### src/hdl/connection_slot_pool_allocator_unit_macros.svh
// Assertion helpers used by the allocator top level.
`ifndef CONNECTION_SLOT_POOL_ALLOCATOR_UNIT_MACROS_SVH
`define CONNECTION_SLOT_POOL_ALLOCATOR_UNIT_MACROS_SVH

// Same-cycle implication, checked out of reset.
`define CSPA_ASSERT_NOW(lbl, ante, cons, msg) \
    lbl: assert property (@(posedge i_clk) disable iff (!i_rst_n) (ante) |-> (cons)) \
        else $error(msg);

// Next-cycle implication, checked out of reset.
`define CSPA_ASSERT_NEXT(lbl, ante, cons, msg) \
    lbl: assert property (@(posedge i_clk) disable iff (!i_rst_n) (ante) |=> (cons)) \
        else $error(msg);

`endif

### src/hdl/cspa_pkg.sv
// ----------------------------------------------------------------------------
// cspa_pkg
// Types, codes and sizes shared by the slot pool allocator.
// ----------------------------------------------------------------------------
package cspa_pkg;

    localparam int SLOTS      = 16;
    localparam int SLOT_W     = 4;
    localparam int CNT_W      = 5;
    localparam int ID_W       = 16;
    localparam int TIME_W     = 32;
    localparam int USES_W     = 16;
    localparam int WORD_W     = ID_W + TIME_W + USES_W;
    localparam int CFG_IDX_W  = 3;
    localparam int CFG_DATA_W = 32;
    localparam int PCT_W      = 7;
    localparam int PROD_W     = 13;

    localparam logic [USES_W-1:0] USES_MAX = '1;

    typedef enum logic [1:0] {
        OP_INIT    = 2'd0,
        OP_ACQUIRE = 2'd1,
        OP_RELEASE = 2'd2,
        OP_TICK    = 2'd3
    } t_op;

    typedef enum logic [1:0] {
        RES_OK         = 2'd0,
        RES_NONE       = 2'd1,
        RES_NOT_FOUND  = 2'd2,
        RES_NOT_ACTIVE = 2'd3
    } t_res;

    typedef enum logic [1:0] {
        SL_IDLE    = 2'd0,
        SL_ACTIVE  = 2'd1,
        SL_COOLING = 2'd2
    } t_slot;

    typedef enum logic [1:0] {
        STRAT_FIRST = 2'd0,
        STRAT_LAST  = 2'd1,
        STRAT_LRU   = 2'd2,
        STRAT_RR    = 2'd3
    } t_strategy;

    typedef enum logic [1:0] {
        SCAN_FREE = 2'd0,
        SCAN_COOL = 2'd1,
        SCAN_ID   = 2'd2,
        SCAN_DOWN = 2'd3
    } t_scan;

    typedef enum logic [CFG_IDX_W-1:0] {
        REG_STRATEGY  = 3'd0,
        REG_INIT_SIZE = 3'd1,
        REG_MIN_SIZE  = 3'd2,
        REG_MAX_SIZE  = 3'd3,
        REG_IDLE_TO   = 3'd4,
        REG_MAX_REQ   = 3'd5,
        REG_COOLDOWN  = 3'd6,
        REG_SCALE_PCT = 3'd7
    } t_reg;

    typedef struct packed {
        logic      start;
        logic      init;
        logic      tick;
        logic      rr_prep;
        logic      rr_step;
        logic      scan_start;
        t_scan     scan_kind;
        logic      rd_pick;
        logic      rd_last;
        logic      grow;
        logic      acq_write;
        logic      rel_write;
        logic      move_write;
        logic      shrink;
        logic      keep_slot;
        logic      set_res;
        t_res      res_code;
        logic      load_out;
    } t_cmd;

    typedef struct packed {
        t_op  op;
        logic strat_rr;
        logic n_zero;
        logic base_ok;
        logic scan_done;
        logic scan_hit;
        logic can_grow;
        logic pick_active;
        logic scale_ok;
        logic move_needed;
        logic out_free;
    } t_stat;

endpackage

### src/hdl/cspa_ifs.sv
// ----------------------------------------------------------------------------
// cspa interfaces
// Request, result and register write channels of the slot pool allocator.
// ----------------------------------------------------------------------------
interface cspa_in_if;
    logic        valid;
    logic        ready;
    logic [1:0]  op;
    logic [15:0] conn_id;
    logic        hard_close;
    modport source (output valid, op, conn_id, hard_close, input ready);
    modport sink   (input valid, op, conn_id, hard_close, output ready);
endinterface

interface cspa_out_if;
    logic        valid;
    logic        ready;
    logic [1:0]  status;
    logic [3:0]  slot;
    logic [15:0] granted_id;
    logic [4:0]  pool_size_now;
    logic [4:0]  active_now;
    modport source (output valid, status, slot, granted_id, pool_size_now, active_now,
                    input ready);
    modport sink   (input valid, status, slot, granted_id, pool_size_now, active_now,
                    output ready);
endinterface

interface cspa_cfg_if;
    logic        valid;
    logic        ready;
    logic [2:0]  index;
    logic [31:0] data;
    modport source (output valid, index, data, input ready);
    modport sink   (input valid, index, data, output ready);
endinterface

### src/hdl/cspa_ram.sv
// ----------------------------------------------------------------------------
// cspa_ram
// Generic one-write, one-read RAM with registered read data.
// ----------------------------------------------------------------------------
module cspa_ram #(
    parameter int WIDTH = 8,
    parameter int DEPTH = 16
) (
    input  logic                     i_clk,
    input  logic                     i_we,
    input  logic [$clog2(DEPTH)-1:0] i_waddr,
    input  logic [WIDTH-1:0]         i_wdata,
    input  logic [$clog2(DEPTH)-1:0] i_raddr,
    output logic [WIDTH-1:0]         o_rdata
);

    logic [WIDTH-1:0] r_mem [DEPTH];
    logic [WIDTH-1:0] r_rdata;

    always_ff @(posedge i_clk) begin
        if (i_we) begin
            r_mem[i_waddr] <= i_wdata;
        end
        r_rdata <= r_mem[i_raddr];
    end

    assign o_rdata = r_rdata;

endmodule

### src/hdl/cspa_ctrl.sv
// ----------------------------------------------------------------------------
// cspa_ctrl
// Sequencer: walks each operation through its scans, reads and writes.
// ----------------------------------------------------------------------------
module cspa_ctrl (
    input  logic             i_clk,
    input  logic             i_rst_n,
    input  logic             i_in_valid,
    input  cspa_pkg::t_stat  i_stat,
    output logic             o_in_ready,
    output cspa_pkg::t_cmd   o_cmd
);

    typedef enum logic [14:0] {
        S_IDLE     = 15'h0001,
        S_EXEC     = 15'h0002,
        S_RRMOD    = 15'h0004,
        S_FREE     = 15'h0008,
        S_COOL     = 15'h0010,
        S_ACQ_RD   = 15'h0020,
        S_ACQ_WR   = 15'h0040,
        S_REL_SCAN = 15'h0080,
        S_REL_RD   = 15'h0100,
        S_REL_WR   = 15'h0200,
        S_SCALE    = 15'h0400,
        S_DOWN     = 15'h0800,
        S_MV_RD    = 15'h1000,
        S_MV_WR    = 15'h2000,
        S_DONE     = 15'h4000
    } t_state;

    t_state r_state;
    t_state n_state;

    always_ff @(posedge i_clk) begin
        if (!i_rst_n) begin
            r_state <= S_IDLE;
        end else begin
            r_state <= n_state;
        end
    end

    assign o_in_ready = (r_state == S_IDLE);

    always_comb begin
        n_state = r_state;
        o_cmd   = '0;
        unique case (r_state)
            S_IDLE: begin
                if (i_in_valid) begin
                    o_cmd.start = 1'b1;
                    n_state     = S_EXEC;
                end
            end
            S_EXEC: begin
                unique case (i_stat.op)
                    cspa_pkg::OP_INIT: begin
                        o_cmd.init = 1'b1;
                        n_state    = S_DONE;
                    end
                    cspa_pkg::OP_TICK: begin
                        o_cmd.tick = 1'b1;
                        n_state    = S_DONE;
                    end
                    cspa_pkg::OP_ACQUIRE: begin
                        if (i_stat.strat_rr && !i_stat.n_zero) begin
                            o_cmd.rr_prep = 1'b1;
                            n_state       = S_RRMOD;
                        end else begin
                            o_cmd.scan_start = 1'b1;
                            o_cmd.scan_kind  = cspa_pkg::SCAN_FREE;
                            n_state          = S_FREE;
                        end
                    end
                    cspa_pkg::OP_RELEASE: begin
                        o_cmd.scan_start = 1'b1;
                        o_cmd.scan_kind  = cspa_pkg::SCAN_ID;
                        n_state          = S_REL_SCAN;
                    end
                    default: n_state = S_DONE;
                endcase
            end
            S_RRMOD: begin
                if (i_stat.base_ok) begin
                    o_cmd.scan_start = 1'b1;
                    o_cmd.scan_kind  = cspa_pkg::SCAN_FREE;
                    n_state          = S_FREE;
                end else begin
                    o_cmd.rr_step = 1'b1;
                end
            end
            S_FREE: begin
                if (i_stat.scan_done) begin
                    if (i_stat.scan_hit) begin
                        n_state = S_ACQ_RD;
                    end else begin
                        o_cmd.scan_start = 1'b1;
                        o_cmd.scan_kind  = cspa_pkg::SCAN_COOL;
                        n_state          = S_COOL;
                    end
                end
            end
            S_COOL: begin
                if (i_stat.scan_done) begin
                    if (i_stat.scan_hit) begin
                        n_state = S_ACQ_RD;
                    end else if (i_stat.can_grow) begin
                        o_cmd.grow = 1'b1;
                        n_state    = S_ACQ_RD;
                    end else begin
                        o_cmd.set_res  = 1'b1;
                        o_cmd.res_code = cspa_pkg::RES_NONE;
                        n_state        = S_DONE;
                    end
                end
            end
            S_ACQ_RD: begin
                o_cmd.rd_pick = 1'b1;
                n_state       = S_ACQ_WR;
            end
            S_ACQ_WR: begin
                o_cmd.acq_write = 1'b1;
                o_cmd.keep_slot = 1'b1;
                n_state         = S_DONE;
            end
            S_REL_SCAN: begin
                if (i_stat.scan_done) begin
                    if (!i_stat.scan_hit) begin
                        o_cmd.set_res  = 1'b1;
                        o_cmd.res_code = cspa_pkg::RES_NOT_FOUND;
                        n_state        = S_DONE;
                    end else if (!i_stat.pick_active) begin
                        o_cmd.set_res   = 1'b1;
                        o_cmd.res_code  = cspa_pkg::RES_NOT_ACTIVE;
                        o_cmd.keep_slot = 1'b1;
                        n_state         = S_DONE;
                    end else begin
                        n_state = S_REL_RD;
                    end
                end
            end
            S_REL_RD: begin
                o_cmd.rd_pick = 1'b1;
                n_state       = S_REL_WR;
            end
            S_REL_WR: begin
                o_cmd.rel_write = 1'b1;
                o_cmd.keep_slot = 1'b1;
                n_state         = S_SCALE;
            end
            S_SCALE: begin
                if (i_stat.scale_ok) begin
                    o_cmd.scan_start = 1'b1;
                    o_cmd.scan_kind  = cspa_pkg::SCAN_DOWN;
                    n_state          = S_DOWN;
                end else begin
                    n_state = S_DONE;
                end
            end
            S_DOWN: begin
                if (i_stat.scan_done) begin
                    if (!i_stat.scan_hit) begin
                        n_state = S_DONE;
                    end else if (i_stat.move_needed) begin
                        n_state = S_MV_RD;
                    end else begin
                        o_cmd.shrink = 1'b1;
                        n_state      = S_DONE;
                    end
                end
            end
            S_MV_RD: begin
                o_cmd.rd_last = 1'b1;
                n_state       = S_MV_WR;
            end
            S_MV_WR: begin
                o_cmd.move_write = 1'b1;
                o_cmd.shrink     = 1'b1;
                n_state          = S_DONE;
            end
            S_DONE: begin
                if (i_stat.out_free) begin
                    o_cmd.load_out = 1'b1;
                    n_state        = S_IDLE;
                end
            end
            default: n_state = S_IDLE;
        endcase
    end

endmodule

### src/hdl/cspa_dpath.sv
// ----------------------------------------------------------------------------
// cspa_dpath
// Slot table, scan engine, counters, registers and result word.
// ----------------------------------------------------------------------------
module cspa_dpath (
    input  logic                               i_clk,
    input  logic                               i_rst_n,
    input  cspa_pkg::t_cmd                     i_cmd,
    output cspa_pkg::t_stat                    o_stat,
    input  logic [1:0]                         i_op,
    input  logic [cspa_pkg::ID_W-1:0]          i_conn_id,
    input  logic                               i_hard_close,
    input  logic                               i_cfg_valid,
    input  logic [cspa_pkg::CFG_IDX_W-1:0]     i_cfg_index,
    input  logic [cspa_pkg::CFG_DATA_W-1:0]    i_cfg_data,
    output logic                               o_valid,
    input  logic                               i_ready,
    output logic [1:0]                         o_status,
    output logic [cspa_pkg::SLOT_W-1:0]        o_slot,
    output logic [cspa_pkg::ID_W-1:0]          o_granted_id,
    output logic [cspa_pkg::CNT_W-1:0]         o_pool_size_now,
    output logic [cspa_pkg::CNT_W-1:0]         o_active_now
);

    localparam int SW = cspa_pkg::SLOT_W;
    localparam int CW = cspa_pkg::CNT_W;
    localparam int TW = cspa_pkg::TIME_W;
    localparam int IW = cspa_pkg::ID_W;
    localparam int UW = cspa_pkg::USES_W;

    // Registers
    cspa_pkg::t_strategy    r_strat;
    logic [CW-1:0]          r_init_size, r_min, r_max;
    logic [TW-1:0]          r_idle_to, r_cooldown;
    logic [UW-1:0]          r_max_req;
    logic [cspa_pkg::PCT_W-1:0] r_thr;

    // Pool state
    cspa_pkg::t_slot        r_state [cspa_pkg::SLOTS];
    logic                   r_conn  [cspa_pkg::SLOTS];
    logic [CW-1:0]          r_pool, r_active, r_base;
    logic [SW-1:0]          r_rr;
    logic [TW-1:0]          r_now;
    logic [IW-1:0]          r_next_id;

    // Captured request
    cspa_pkg::t_op          r_op;
    logic [IW-1:0]          r_cid;
    logic                   r_force;

    // Scan engine
    cspa_pkg::t_scan        r_kind;
    logic                   r_scan, r_pv, r_hit;
    logic [CW-1:0]          r_cnt;
    logic [SW-1:0]          r_pidx, r_pick;
    logic [TW-1:0]          r_best;

    // Result
    cspa_pkg::t_res         r_rstat;
    logic [SW-1:0]          r_rslot;
    logic [IW-1:0]          r_rgid;
    logic                   r_ovalid;
    logic [1:0]             r_ostat;
    logic [SW-1:0]          r_oslot;
    logic [IW-1:0]          r_ogid;
    logic [CW-1:0]          r_opool, r_oact;

    // RAM port
    logic                         w_we;
    logic [SW-1:0]                w_waddr, w_raddr;
    logic [cspa_pkg::WORD_W-1:0]  w_wdata, w_q;

    cspa_ram #(
        .WIDTH (cspa_pkg::WORD_W),
        .DEPTH (cspa_pkg::SLOTS)
    ) u_ram (
        .i_clk   (i_clk),
        .i_we    (w_we),
        .i_waddr (w_waddr),
        .i_wdata (w_wdata),
        .i_raddr (w_raddr),
        .o_rdata (w_q)
    );

    // Raw RAM fields, and fields masked to zero for a slot without connection
    logic [IW-1:0] q_id;
    logic [TW-1:0] q_last;
    logic [UW-1:0] q_uses;
    assign {q_id, q_last, q_uses} = w_q;

    logic          ev_conn;
    cspa_pkg::t_slot ev_state;
    logic [IW-1:0] ev_id;
    logic [TW-1:0] ev_last, ev_age;
    assign ev_conn  = r_conn[r_pidx];
    assign ev_state = r_state[r_pidx];
    assign ev_id    = ev_conn ? q_id : '0;
    assign ev_last  = ev_conn ? q_last : '0;
    assign ev_age   = r_now - ev_last;

    logic          stop_kind, issue, scan_done;
    logic [CW-1:0] idx_full, rr_sum, last_full;
    assign last_full = r_pool - CW'(1);
    assign stop_kind = !(r_kind == cspa_pkg::SCAN_FREE && r_strat == cspa_pkg::STRAT_LRU);
    assign issue     = r_scan && (r_cnt < r_pool) && !(r_hit && stop_kind);
    assign scan_done = r_scan && ((r_hit && stop_kind) || (r_cnt == r_pool && !r_pv));
    assign rr_sum    = r_base + r_cnt;

    always_comb begin
        idx_full = r_cnt;
        unique case (r_kind)
            cspa_pkg::SCAN_FREE: begin
                case (r_strat)
                    cspa_pkg::STRAT_LAST: idx_full = last_full - r_cnt;
                    cspa_pkg::STRAT_RR:   idx_full = (rr_sum >= r_pool) ? rr_sum - r_pool
                                                                       : rr_sum;
                    default:              idx_full = r_cnt;
                endcase
            end
            cspa_pkg::SCAN_DOWN: idx_full = last_full - r_cnt;
            default:             idx_full = r_cnt;
        endcase
    end

    // Evaluate the entry whose read data has just arrived
    logic ev_match, ev_lru_take;
    always_comb begin
        ev_match    = 1'b0;
        ev_lru_take = 1'b0;
        unique case (r_kind)
            cspa_pkg::SCAN_FREE: begin
                if (r_strat == cspa_pkg::STRAT_LRU) begin
                    ev_lru_take = (ev_state == cspa_pkg::SL_IDLE) &&
                                  (!r_hit || ev_age > r_best);
                end else begin
                    ev_match = (ev_state == cspa_pkg::SL_IDLE);
                end
            end
            cspa_pkg::SCAN_COOL:
                ev_match = (ev_state == cspa_pkg::SL_COOLING) && (ev_age >= r_cooldown);
            cspa_pkg::SCAN_ID:
                ev_match = ev_conn && (ev_id == r_cid);
            cspa_pkg::SCAN_DOWN:
                ev_match = (ev_state == cspa_pkg::SL_IDLE) ||
                           (ev_state == cspa_pkg::SL_COOLING);
            default: ev_match = 1'b0;
        endcase
    end

    logic ev_act;
    assign ev_act = r_scan && r_pv && !(r_hit && stop_kind);

    // Acquire and release word updates
    logic          acq_fresh;
    logic [IW-1:0] acq_id;
    logic [UW-1:0] acq_base, acq_uses;
    assign acq_fresh = !r_conn[r_pick];
    assign acq_id    = acq_fresh ? r_next_id : q_id;
    assign acq_base  = acq_fresh ? '0 : q_uses;
    assign acq_uses  = (acq_base == cspa_pkg::USES_MAX) ? acq_base : acq_base + UW'(1);

    logic [TW-1:0] held;
    logic          rel_close;
    assign held      = r_now - q_last;
    assign rel_close = r_force ||
                       (r_max_req != '0 && q_uses >= r_max_req) ||
                       (r_idle_to != '0 && held >= r_idle_to);

    always_comb begin
        w_we    = 1'b0;
        w_waddr = r_pick;
        w_wdata = w_q;
        if (i_cmd.acq_write) begin
            w_we    = 1'b1;
            w_wdata = {acq_id, r_now, acq_uses};
        end else if (i_cmd.rel_write && rel_close) begin
            w_we    = 1'b1;
            w_wdata = {r_next_id, r_now, UW'(0)};
        end else if (i_cmd.move_write) begin
            w_we    = 1'b1;
        end
    end

    always_comb begin
        if (i_cmd.rd_pick) begin
            w_raddr = r_pick;
        end else if (i_cmd.rd_last) begin
            w_raddr = last_full[SW-1:0];
        end else begin
            w_raddr = idx_full[SW-1:0];
        end
    end

    // Scale-down test on the count after release
    logic [cspa_pkg::PROD_W-1:0] lhs, rhs;
    assign lhs = cspa_pkg::PROD_W'(r_active) * cspa_pkg::PROD_W'(200);
    assign rhs = cspa_pkg::PROD_W'(r_thr) * cspa_pkg::PROD_W'(r_pool);

    always_comb begin
        o_stat             = '0;
        o_stat.op          = r_op;
        o_stat.strat_rr    = (r_strat == cspa_pkg::STRAT_RR);
        o_stat.n_zero      = (r_pool == '0);
        o_stat.base_ok     = (r_base < r_pool);
        o_stat.scan_done   = scan_done;
        o_stat.scan_hit    = r_hit;
        o_stat.can_grow    = (r_pool < r_max) && (r_pool < CW'(cspa_pkg::SLOTS));
        o_stat.pick_active = (r_state[r_pick] == cspa_pkg::SL_ACTIVE);
        o_stat.scale_ok    = (r_thr != '0) && (lhs < rhs) && (r_pool > r_min);
        o_stat.move_needed = ({1'b0, r_pick} < last_full);
        o_stat.out_free    = !r_ovalid || i_ready;
    end

    // Control state
    always_ff @(posedge i_clk) begin
        if (!i_rst_n) begin
            r_strat     <= cspa_pkg::STRAT_LRU;
            r_init_size <= CW'(4);
            r_min       <= CW'(2);
            r_max       <= CW'(16);
            r_idle_to   <= TW'(300000);
            r_max_req   <= UW'(1000);
            r_cooldown  <= TW'(1000);
            r_thr       <= cspa_pkg::PCT_W'(75);
            for (int i = 0; i < cspa_pkg::SLOTS; i++) begin
                r_state[i] <= cspa_pkg::SL_IDLE;
                r_conn[i]  <= 1'b0;
            end
            r_pool    <= '0;
            r_active  <= '0;
            r_rr      <= '0;
            r_now     <= '0;
            r_next_id <= '0;
            r_scan    <= 1'b0;
            r_pv      <= 1'b0;
            r_hit     <= 1'b0;
            r_ovalid  <= 1'b0;
        end else begin
            if (i_cfg_valid) begin
                unique case (cspa_pkg::t_reg'(i_cfg_index))
                    cspa_pkg::REG_STRATEGY:  r_strat     <= cspa_pkg::t_strategy'(i_cfg_data[1:0]);
                    cspa_pkg::REG_INIT_SIZE: r_init_size <= i_cfg_data[CW-1:0];
                    cspa_pkg::REG_MIN_SIZE:  r_min       <= i_cfg_data[CW-1:0];
                    cspa_pkg::REG_MAX_SIZE:  r_max       <= i_cfg_data[CW-1:0];
                    cspa_pkg::REG_IDLE_TO:   r_idle_to   <= i_cfg_data[TW-1:0];
                    cspa_pkg::REG_MAX_REQ:   r_max_req   <= i_cfg_data[UW-1:0];
                    cspa_pkg::REG_COOLDOWN:  r_cooldown  <= i_cfg_data[TW-1:0];
                    cspa_pkg::REG_SCALE_PCT: r_thr       <= i_cfg_data[cspa_pkg::PCT_W-1:0];
                    default: ;
                endcase
            end

            if (i_cmd.init) begin
                for (int i = 0; i < cspa_pkg::SLOTS; i++) begin
                    r_state[i] <= cspa_pkg::SL_IDLE;
                    r_conn[i]  <= 1'b0;
                end
                r_pool   <= (r_init_size > CW'(cspa_pkg::SLOTS)) ? CW'(cspa_pkg::SLOTS)
                                                                : r_init_size;
                r_active <= '0;
                r_rr     <= '0;
            end
            if (i_cmd.tick) begin
                r_now <= r_now + TW'(1);
            end

            // Scan engine
            if (i_cmd.scan_start) begin
                r_scan <= 1'b1;
                r_pv   <= 1'b0;
                r_hit  <= 1'b0;
            end else if (r_scan) begin
                if (scan_done) begin
                    r_scan <= 1'b0;
                end
                r_pv <= issue;
                if (ev_act && (ev_match || ev_lru_take)) begin
                    r_hit <= 1'b1;
                    if (r_kind == cspa_pkg::SCAN_FREE && r_strat == cspa_pkg::STRAT_RR) begin
                        r_rr <= ({1'b0, r_pidx} + CW'(1) == r_pool) ? '0 : r_pidx + SW'(1);
                    end
                end
            end

            if (i_cmd.grow) begin
                r_pool <= r_pool + CW'(1);
            end

            if (i_cmd.acq_write) begin
                r_conn[r_pick]  <= 1'b1;
                r_state[r_pick] <= cspa_pkg::SL_ACTIVE;
                r_active        <= r_active + CW'(1);
                if (acq_fresh) begin
                    r_next_id <= r_next_id + IW'(1);
                end
            end

            if (i_cmd.rel_write) begin
                if (rel_close) begin
                    r_state[r_pick] <= cspa_pkg::SL_IDLE;
                    r_next_id       <= r_next_id + IW'(1);
                end else begin
                    r_state[r_pick] <= (r_cooldown != '0) ? cspa_pkg::SL_COOLING
                                                          : cspa_pkg::SL_IDLE;
                end
                if (r_active != '0) begin
                    r_active <= r_active - CW'(1);
                end
            end

            // Move the top slot down, then retire it
            if (i_cmd.move_write) begin
                r_state[r_pick] <= r_state[last_full[SW-1:0]];
                r_conn[r_pick]  <= r_conn[last_full[SW-1:0]];
            end
            if (i_cmd.shrink) begin
                r_state[last_full[SW-1:0]] <= cspa_pkg::SL_IDLE;
                r_conn[last_full[SW-1:0]]  <= 1'b0;
                r_pool                     <= last_full;
            end

            if (i_cmd.load_out) begin
                r_ovalid <= 1'b1;
            end else if (i_ready) begin
                r_ovalid <= 1'b0;
            end
        end
    end

    // Payload registers
    always_ff @(posedge i_clk) begin
        if (i_cmd.start) begin
            r_op    <= cspa_pkg::t_op'(i_op);
            r_cid   <= i_conn_id;
            r_force <= i_hard_close;
            r_rstat <= cspa_pkg::RES_OK;
            r_rslot <= '0;
            r_rgid  <= '0;
        end
        if (i_cmd.set_res) begin
            r_rstat <= i_cmd.res_code;
        end
        if (i_cmd.keep_slot) begin
            r_rslot <= r_pick;
        end
        if (i_cmd.acq_write) begin
            r_rgid <= acq_id;
        end
        if (i_cmd.rr_prep) begin
            r_base <= {1'b0, r_rr};
        end else if (i_cmd.rr_step) begin
            r_base <= r_base - r_pool;
        end
        if (i_cmd.scan_start) begin
            r_kind <= i_cmd.scan_kind;
            r_cnt  <= '0;
        end else if (issue) begin
            r_cnt <= r_cnt + CW'(1);
        end
        if (r_scan) begin
            r_pidx <= idx_full[SW-1:0];
        end
        if (ev_act && (ev_match || ev_lru_take)) begin
            r_pick <= r_pidx;
            r_best <= ev_age;
        end
        if (i_cmd.grow) begin
            r_pick <= r_pool[SW-1:0];
        end
        if (i_cmd.load_out) begin
            r_ostat <= r_rstat;
            r_oslot <= r_rslot;
            r_ogid  <= r_rgid;
            r_opool <= r_pool;
            r_oact  <= r_active;
        end
    end

    assign o_valid         = r_ovalid;
    assign o_status        = r_ostat;
    assign o_slot          = r_oslot;
    assign o_granted_id    = r_ogid;
    assign o_pool_size_now = r_opool;
    assign o_active_now    = r_oact;

endmodule

### src/hdl/connection_slot_pool_allocator_unit.sv
// ----------------------------------------------------------------------------
// connection_slot_pool_allocator_unit
// Connection slot pool: init, acquire, release and millisecond tick.
// ----------------------------------------------------------------------------
// Usage:
//   i_in carries one request word (op, conn_id, hard_close); o_out returns
//   exactly one result word per request (status, slot, granted_id, pool size
//   and active count after the operation). i_cfg writes the eight registers
//   by index; it is always ready. The user must see that it is written only
//   while the unit is idle; the unit itself does not enforce this.
//   One request is worked at a time. Init and tick go from the exec state
//   to the done state, which loads their result. Acquire and release walk
//   the slot table one entry per cycle through the single read port of the
//   slot RAM: acquire runs a free scan, then a cooled-slot scan; release an
//   id search, then a scale-down scan from the top and a move of the top
//   slot. Round-robin first folds the stored pointer back into the pool,
//   one whole pool length per step, before the free scan starts.
//   The result sits in an output register; the next request is taken while
//   it waits, and finishing work stalls until the receiver takes it.
//   Reset empties the pool, zeroes the clock and id counter and loads the
//   register defaults; no clearing pass is needed.
// ----------------------------------------------------------------------------
`include "connection_slot_pool_allocator_unit_macros.svh"

module connection_slot_pool_allocator_unit (
    input  logic        i_clk,
    input  logic        i_rst_n,
    cspa_in_if.sink     i_in,
    cspa_out_if.source  o_out,
    cspa_cfg_if.sink    i_cfg
);

    cspa_pkg::t_cmd  w_cmd;
    cspa_pkg::t_stat w_stat;
    logic            w_in_ready;

    // Sequencer: owns the operation flow
    cspa_ctrl u_ctrl (
        .i_clk      (i_clk),
        .i_rst_n    (i_rst_n),
        .i_in_valid (i_in.valid),
        .i_stat     (w_stat),
        .o_in_ready (w_in_ready),
        .o_cmd      (w_cmd)
    );

    // Datapath: slot table, scan engine and the result register
    cspa_dpath u_dpath (
        .i_clk           (i_clk),
        .i_rst_n         (i_rst_n),
        .i_cmd           (w_cmd),
        .o_stat          (w_stat),
        .i_op            (i_in.op),
        .i_conn_id       (i_in.conn_id),
        .i_hard_close    (i_in.hard_close),
        .i_cfg_valid     (i_cfg.valid),
        .i_cfg_index     (i_cfg.index),
        .i_cfg_data      (i_cfg.data),
        .o_valid         (o_out.valid),
        .i_ready         (o_out.ready),
        .o_status        (o_out.status),
        .o_slot          (o_out.slot),
        .o_granted_id    (o_out.granted_id),
        .o_pool_size_now (o_out.pool_size_now),
        .o_active_now    (o_out.active_now)
    );

    assign i_in.ready  = w_in_ready;
    assign i_cfg.ready = 1'b1;

    // Never overwrite a result the receiver has not taken
    `CSPA_ASSERT_NOW(a_load_free, w_cmd.load_out, !o_out.valid || o_out.ready, "result overwritten")
    // One request in flight: drop ready right after an accept
    `CSPA_ASSERT_NEXT(a_one_flight, i_in.valid && w_in_ready, !w_in_ready, "second request taken")
    // Active slots never outnumber the pool
    `CSPA_ASSERT_NOW(a_active_le_pool, o_out.valid, o_out.active_now <= o_out.pool_size_now, "active above pool size")

endmodule
### src/flat_wrapper.sv
// flat-port wrapper written by rule: the top's interface ports become plain ports
module connection_slot_pool_allocator_unit_flat 
  (i_clk, i_rst_n, i_in_valid, i_in_op, i_in_conn_id, i_in_hard_close, i_in_ready, o_out_valid, o_out_status, o_out_slot, o_out_granted_id, o_out_pool_size_now, o_out_active_now, o_out_ready, i_cfg_valid, i_cfg_index, i_cfg_data, i_cfg_ready);
  cspa_in_if i_in_i ();
  cspa_out_if o_out_i ();
  cspa_cfg_if i_cfg_i ();
  input  logic i_clk;
  input  logic i_rst_n;
  input wire logic [$bits(i_in_i.valid)-1:0] i_in_valid;
  input wire logic [$bits(i_in_i.op)-1:0] i_in_op;
  input wire logic [$bits(i_in_i.conn_id)-1:0] i_in_conn_id;
  input wire logic [$bits(i_in_i.hard_close)-1:0] i_in_hard_close;
  output wire logic [$bits(i_in_i.ready)-1:0] i_in_ready;
  output wire logic [$bits(o_out_i.valid)-1:0] o_out_valid;
  output wire logic [$bits(o_out_i.status)-1:0] o_out_status;
  output wire logic [$bits(o_out_i.slot)-1:0] o_out_slot;
  output wire logic [$bits(o_out_i.granted_id)-1:0] o_out_granted_id;
  output wire logic [$bits(o_out_i.pool_size_now)-1:0] o_out_pool_size_now;
  output wire logic [$bits(o_out_i.active_now)-1:0] o_out_active_now;
  input wire logic [$bits(o_out_i.ready)-1:0] o_out_ready;
  input wire logic [$bits(i_cfg_i.valid)-1:0] i_cfg_valid;
  input wire logic [$bits(i_cfg_i.index)-1:0] i_cfg_index;
  input wire logic [$bits(i_cfg_i.data)-1:0] i_cfg_data;
  output wire logic [$bits(i_cfg_i.ready)-1:0] i_cfg_ready;
  assign i_in_i.valid = i_in_valid;
  assign i_in_i.op = i_in_op;
  assign i_in_i.conn_id = i_in_conn_id;
  assign i_in_i.hard_close = i_in_hard_close;
  assign i_in_ready = i_in_i.ready;
  assign o_out_valid = o_out_i.valid;
  assign o_out_status = o_out_i.status;
  assign o_out_slot = o_out_i.slot;
  assign o_out_granted_id = o_out_i.granted_id;
  assign o_out_pool_size_now = o_out_i.pool_size_now;
  assign o_out_active_now = o_out_i.active_now;
  assign o_out_i.ready = o_out_ready;
  assign i_cfg_i.valid = i_cfg_valid;
  assign i_cfg_i.index = i_cfg_index;
  assign i_cfg_i.data = i_cfg_data;
  assign i_cfg_ready = i_cfg_i.ready;
  connection_slot_pool_allocator_unit u_core (.i_clk(i_clk), .i_rst_n(i_rst_n), .i_in(i_in_i), .o_out(o_out_i), .i_cfg(i_cfg_i));
endmodule
### config.mk
export PLATFORM = sky130hd
export DESIGN_NAME = connection_slot_pool_allocator_unit_flat
export DESIGN_NICKNAME = d
export VERILOG_FILES = /design/src/hdl/cspa_pkg.sv /design/src/hdl/cspa_ifs.sv /design/src/hdl/cspa_ram.sv /design/src/hdl/cspa_ctrl.sv /design/src/hdl/cspa_dpath.sv /design/src/hdl/connection_slot_pool_allocator_unit.sv /design/src/flat_wrapper.sv
export VERILOG_INCLUDE_DIRS = /design/src /design/src/hdl
export SDC_FILE = /design/constraint.sdc
export NUM_CORES = 2
export LEC_CHECK = 0
export BUFFER_PORTS_ARGS = -buffer_cell sky130_fd_sc_hd__buf_2
export CORE_ASPECT_RATIO = 1.1
export CORE_MARGIN = 2
export CORE_UTILIZATION = 50
export CTS_CLUSTER_SIZE = 40
export DETAILED_ROUTE_END_ITERATION = 7
export PLACE_DENSITY = 0.68
export REMOVE_ABC_BUFFERS = 1
export SETUP_SLACK_MARGIN = 0.2
export SYNTH_ARGS = -nofsm -noshare
export SYNTH_HDL_FRONTEND = slang
export SYNTH_SLANG_ARGS = --single-unit
### constraint.sdc
create_clock -name i_clk -period 12.87 [get_ports i_clk]
set_input_delay 1.9305 -clock i_clk [delete_from_list [all_inputs] [get_ports i_clk]]
set_output_delay 1.9305 -clock i_clk [all_outputs]
set_load 0.01 [all_outputs]
; ---- Word level (Yosys, flattened, before mapping)
; Memory sizes are Yosys's and may differ from the RTL's. A register that Yosys moved wholly into a read port is not among the register bits.
; Index checks and enable logic that the tools add are counted.
; W data, S select, Z words.
[word_totals]
regBits = 310
ram_bits = 1072
inputBits = 59
output_inout_bits = 35
wordCells = 405
n_memories = 3
[memory_table]
columns = memory, words, width, read_ports, rd_ports_with_merged_regs, wr, line_no
row1 = u_core.u_dpath.u_ram.r_mem, 16, 64, 1, 1, 1, cspa_ram.sv:17  ; logic [WIDTH-1:0] r_mem [DEPTH];
row2 = u_core.u_dpath.r_state, 16, 2, 3, 2, 16, cspa_dpath.sv:39  ; cspa_pkg::t_slot r_state [cspa_pkg::SLOTS];
row3 = u_core.u_dpath.r_conn, 16, 1, 3, 2, 16, cspa_dpath.sv:40  ; logic r_conn [cspa_pkg::SLOTS];
[op_classes]
add_sub_neg = 16
mul = 2
order_cmp = 13
n_eq_ne = 44
mux = 185
n_bitwise = 37
n_reduce_logical = 69
[ops]
columns = cell, n
row1 = $mux W15, 14
row2 = $pmux W15 S14, 1
row3 = $mux W16, 10
row4 = $mux W64, 2
row5 = $mux W4, 26
row6 = $mux W1, 79
row7 = $ge A32 B32 Y1, 2
row8 = $reduce_bool A32 Y1, 2
row9 = $sub A32 B32 Y32, 2
row10 = $mux W2, 24
row11 = $pmux W15 S3, 1
row12 = $mux W5, 8
row13 = $or A1 B1 Y1, 36
row14 = $add A16 B1 Y16 const B, 2
row15 = $add A32 B1 Y32 const B, 1
row16 = $gt A32 B32 Y1, 1
row17 = $mux W32, 1
row18 = $mux W3, 10
row19 = $logic_and A1 B1 Y1, 20
row20 = $reduce_and A2 Y1, 9
row21 = $eq A16 B16 Y1, 1
row22 = $eq A16 B16 Y1 const B, 1
row23 = $ge A16 B16 Y1, 1
row24 = $pmux W4 S2, 2
row25 = 57 further kinds, 110

; ---- Longest topological paths before layout
[logic_depth]
word_depth = 13
mapped_depth = 27
depth_no_buf = 25

; ---- Cells and area by module
; Synthesis repeated with hierarchy kept, for this count alone.
[hier_totals]
cells_unflattened = 4664
hier_area_um2 = 65631.7
[by_module_without_submodules]
columns = mod, instances, cells_per_inst, area_each_um2, seq_area_each_um2
row1 = cspa_ram, 1, 1647, 39581.7, 32030.7
row2 = cspa_dpath, 1, 2847, 24750.0, 8217.9
row3 = cspa_ctrl, 1, 168, 1288.7, 300.3
row4 = connection_slot_pool_allocator_unit, 1, 2, 11.3, 0.0

; ---- Least setup slack after synthesis
; OpenSTA, ideal clock, no wires.
[synth_timing]
path_kind = reg2reg
start = reg u_core.u_dpath.r_now[0]
end = mem u_core.u_dpath.u_ram.r_mem[10][0] (netlist bit) (enable)
setup_ns = 0.565
arrival_time_ns = 8.547
required_time_ns = 12.305
slack_ns = 3.758
path_stages_with_launch = 25
n_path_buf = 2
period_less_slack_ns = 9.112
path_cell_list = dfxtp_1 inv_1 ha_1 inv_1 fa_1 a211oi_1 o211ai_1 a31oi_1 nor2_1 o21ai_0 a211oi_1 a21o_1 a21oi_1 xnor2_1 ha_1 nand4_1 nor3_1 o31ai_1 o221ai_1 a21o_1 a22o_1 buf_2 a211oi_2 buf_2 nor3_1
[synth_via]
elab_chain_len = 9
[synth_rtl]
columns = element, line_no
row1 = start: declaration, cspa_dpath.sv:43  ; logic [TW-1:0] r_now;
row2 = start signal: assignment, cspa_dpath.sv:264  ; r_now <= r_now + TW'(1);
row3 = $sub A32 B32 Y32, cspa_dpath.sv:164  ; assign held = r_now - q_last;
row4 = $ge A32 B32 Y1, cspa_dpath.sv:167  ; (r_idle_to != '0 && held >= r_idle_to);
row5 = $logic_and A1 B1 Y1, cspa_dpath.sv:167
row6 = $logic_or A1 B1 Y1, cspa_dpath.sv:166  ; (r_max_req != '0 && q_uses >= r_max_req) ||
row7 = $logic_and A1 B1 Y1, cspa_dpath.sv:176  ; end else if (i_cmd.rel_write && rel_close) begin
row8 = $mux W1, cspa_dpath.sv:176
row9 = $mux W1, cspa_dpath.sv:173  ; if (i_cmd.acq_write) begin
row10 = $mux W1, cspa_ram.sv:21  ; if (i_we) begin
row11 = $mux W1 (not written as such), cspa_ram.sv:22  ; r_mem[i_waddr] <= i_wdata;
row12 = end: declaration, cspa_ram.sv:17
; No other way between the ends.

==> flow_metrics.py <==
metrics = {
    "status": {
        "status": "completed",
    },
    "clock_tree": {
        "ctsHtreeMaxLevel": 4,
        "hold_buffers": 0,
        "post_cts_buffers": 0,
        "cts_resized": 0,
        "clockBufferDepth": 3,
        "cts_sinks": 1454,
        "clk_pin_slew_ns": 0.06,
        "cts_buffers": 145,
        "cts-root-buf": "clkbuf_16",
        "tritoncts": "yes",
        "clk_latency_ns": 0.79,
    },
    "critical_path": {
        "crit_family": "simple AND/OR/NAND/NOR gates",
        "cp_common_cell": "o21ai_0",
        "cp_slowest_stage_delay_ns": 0.82,
        "critPathRequiredTime_ns": 13.36,
        "end_kind": "flop",
        "cp_max_fo": 33,
        "r2r_slack_ns": 4.32,
        "crit_arrival_ns": 9.04,
        "cp-start-kind": "flop",
        "cp_slowest_cell": "dfxtp_1",
        "crit_type": "reg2reg",
        "cp.buffers_inverters": 3,
    },
    "place": {
        "post-dp-hpwl_mm": 107.9,
        "dp_slack_ns": 4.333,
        "portBuffers": 92,
        "place_inst": 7031,
        "finalWeightedCongestion": 0.9314,
    },
    "power": {
        "ir_worst_vdd_uv": 201.5,
        "p_leak_nw": 26.63,
        "pwr_density_cell_mw_per_mm2": 173.1,
    },
    "synthesis": {
        "ys.warnings.count": 0,
        "ys_types": 99,
        "synth_cells": 5313,
        "synth-edff-count": 1143,
        "syn-mean-instance-area_um2": 12.82,
        "ys_seq_area_share_pct": 59.53,
        "async_flop_share_pct": 0,
        "synth_ff_type": "edfxtp_1",
        "syn_area_mm2": 0.06811,
        "ys_seq_elements": 1454,
    },
    "cells_and_area": {
        "nets": 5737,
        "diodes": 0,
        "syn_to_final_growth_pct": 10.28,
        "drive_gt1_share_pct": 10.58,
        "fin_cells": 7302,
    },
    "detailed_routing": {
        "drtPass1Iterations": 5,
        "wl_mm": 167.2,
        "vias": 43110,
        "wl_per_cell_um": 22.90,
        "ant_nets": 0,
        "avgViaCountPerCell": 5.903,
        "drt_iter0_markers": 4253,
        "drc": 0,
    },
    "sta": {
        "period_needed_ns": 8.554,
        "rsz0062_at_grt": "no",
        "final_max_slew_viol_count": 0,
        "setup_ws_ns": 4.316,
        "skew_ns": 0.02186,
        "setup_violations": 0,
        "worst_pin_slew_ns": 1.432,
        "finalHoldViolCount": 0,
        "post-route-period-util_pct": 66.47,
        "slew_headroom_pct": 4.541,
        "fmax_mhz": 116.9,
    },
    "min_path": {
        "min_from": "u_core.u_dpath.r_rgid[8]",
        "hp-class": "reg2reg",
    },
    "flow_run": {
        "maxCapViolCount": 0,
    },
    "global_route": {
        "grt.total_usage_pct": 23.80,
        "overflow": 0,
        "grt_antenna_before_repair": 3,
        "grt_pass1_vias": 41810,
        "grt_max_degree": 118,
        "grt_pass1_wl_mm": 253.9,
    },
    "die": {
        "die_area_mm2": 0.1392,
        "ios": 94,
        "num_rows": 142,
        "die_x_um": 355.9,
        "die_height_um": 391.1,
        "initial_core_util_pct": 50.18,
        "coreArea_mm2": 0.1357,
    },
}
[flip-flops by register name, indices dropped and copies added (netlist names), 7 cells and up, named ones only]
signal,cells
u_core.u_dpath.r_next_id,16
u_core.u_dpath.r_thr,7
u_core.u_dpath.r_cooldown,32
u_core.u_dpath.r_idle_to,32
u_core.u_dpath.u_ram.r_mem,1024
u_core.u_dpath.r_cid,16
u_core.u_dpath.r_max_req,16
u_core.u_dpath.o_granted_id,16
u_core.u_dpath.u_ram.o_rdata,64
u_core.u_dpath.r_rgid,16
u_core.u_dpath.r_best,32
u_core.u_dpath.r_state,32
u_core.u_dpath.r_conn,16
u_core.u_ctrl.r_state,15
u_core.u_dpath.r_now,32
[placed cells by master, fill, tap and decap left out, types with 40 or more instances in the layout]
master | netlist | layout
a21oi_1 | 361 | 360
buf_4 | 40 | 66
mux2i_1 | 560 | 560
nor2_1 | 367 | 364
xor2_1 | 51 | 51
clkbuf_16 | 0 | 148
a21o_1 | 57 | 57
o21ai_0 | 82 | 81
mux2_2 | 95 | 95
buf_2 | 49 | 91
inv_1 | 253 | 253
o221ai_1 | 66 | 66
ha_1 | 277 | 277
nand2_1 | 398 | 397
xnor2_1 | 86 | 86
nand3_1 | 129 | 129
nand4_1 | 56 | 56
edfxtp_1 | 1143 | 1143
a22oi_1 | 69 | 69
o21a_1 | 42 | 40
mux2_1 | 89 | 89
dfxtp_1 | 311 | 310
[final timing paths]
check / endpoint / cells after the start
setup / recovery: u_core.u_dpath.r_pick[0] / 25
hold / removal: u_core.u_dpath.o_granted_id[8] / 0
hold reg to reg: u_core.u_dpath.o_granted_id[8] / 0
setup reg to reg: u_core.u_dpath.r_pick[0] / 25
[power by group]
part           switching (W)  leakage [nW]  internal (W)
registers           0.000216          12.9       0.00570
logic                0.00187          11.4       0.00102
clock network        0.00182          2.32       0.00237
[cell usage after synthesis, types with 19 or more instances]
master / n / area share, %
xor2_1: 51 / 0.66
xnor2_1: 86 / 1.1
nand4_1: 56 / 0.51
fa_1: 22 / 0.65
ha_1: 277 / 5.1
a211oi_1: 19 / 0.21
a22oi_1: 69 / 0.76
o21ai_0: 82 / 0.60
nor4_1: 31 / 0.28
mux2i_1: 560 / 8.2
o221ai_1: 66 / 0.85
a21o_1: 57 / 0.63
a21oi_1: 361 / 2.7
edfxtp_1: 1143 / 50
nand2b_1: 37 / 0.34
o211ai_1: 37 / 0.41
o21a_1: 42 / 0.46
a31oi_1: 29 / 0.27
nor3_1: 47 / 0.35
nand3_1: 129 / 0.95
inv_1: 253 / 1.4
nand2_1: 398 / 2.2
buf_6: 19 / 0.31
and2_1: 35 / 0.32
clkbuf_1: 112 / 0.62
mux2_2: 95 / 1.6
nor2_1: 367 / 2.0
buf_4: 40 / 0.44
dfxtp_1: 311 / 9.1
buf_1: 23 / 0.13
nor2b_1: 32 / 0.29
buf_2: 49 / 0.36
mux2_1: 89 / 1.5
mux4_2: 37 / 1.2
and3_1: 27 / 0.25
[layer usage]
| metal | GRT usage, % | wire length, µm | vias to the layer above |
|---|---|---|---|
| met5 | 0 | 13 | - |
| met3 | 3.417 | 10890 | 268 |
| met1 | 33.61 | 73930 | 21430 |
| met2 | 37.69 | 77340 | 1454 |
| li1 | - | - | 19960 |
| met4 | 8.232 | 5019 | 2 |
[layout make-up]
class                   count  area, µm²
clock inverters            78      768.2
multi-input cells        3360      25560
fillers                 10970      60630
clock buffers             192       3961
inverters                 256      963.4
well taps                1800       2252
flip-flops and latches   1454      40550
repair buffers            162       1051
[cell families after synthesis]
kind of cell	Yosys count	synth area share, %
other	1	0.005506
adders and majority gates	299	5.735
muxes	781	12.50
DFF	1454	59.53
and+or+nand+nor	1256	8.759
xor gates and xnor gates	138	1.797
AOI/OAI and AO/OA	885	8.406
buffers and inverters	499	3.270
[stage by stage]
stage	power [W]	util [%]	hold slack, ns	TNS [ns]	cell area [µm²]
after global routing	0.01351	55.33	0.4243	0	75110
after CTS	0.01304	55.33	0.4197	0	75100
after floorplan	0.008962	-	0.4003	-448.88	66850
final	0.01300	55.33	0.4174	0	75110
after global placement	0.008799	51.84	0.4022	0	70370
after detailed placement	0.008871	51.84	0.4045	0	70370
(Power assumes the default switching activity.)
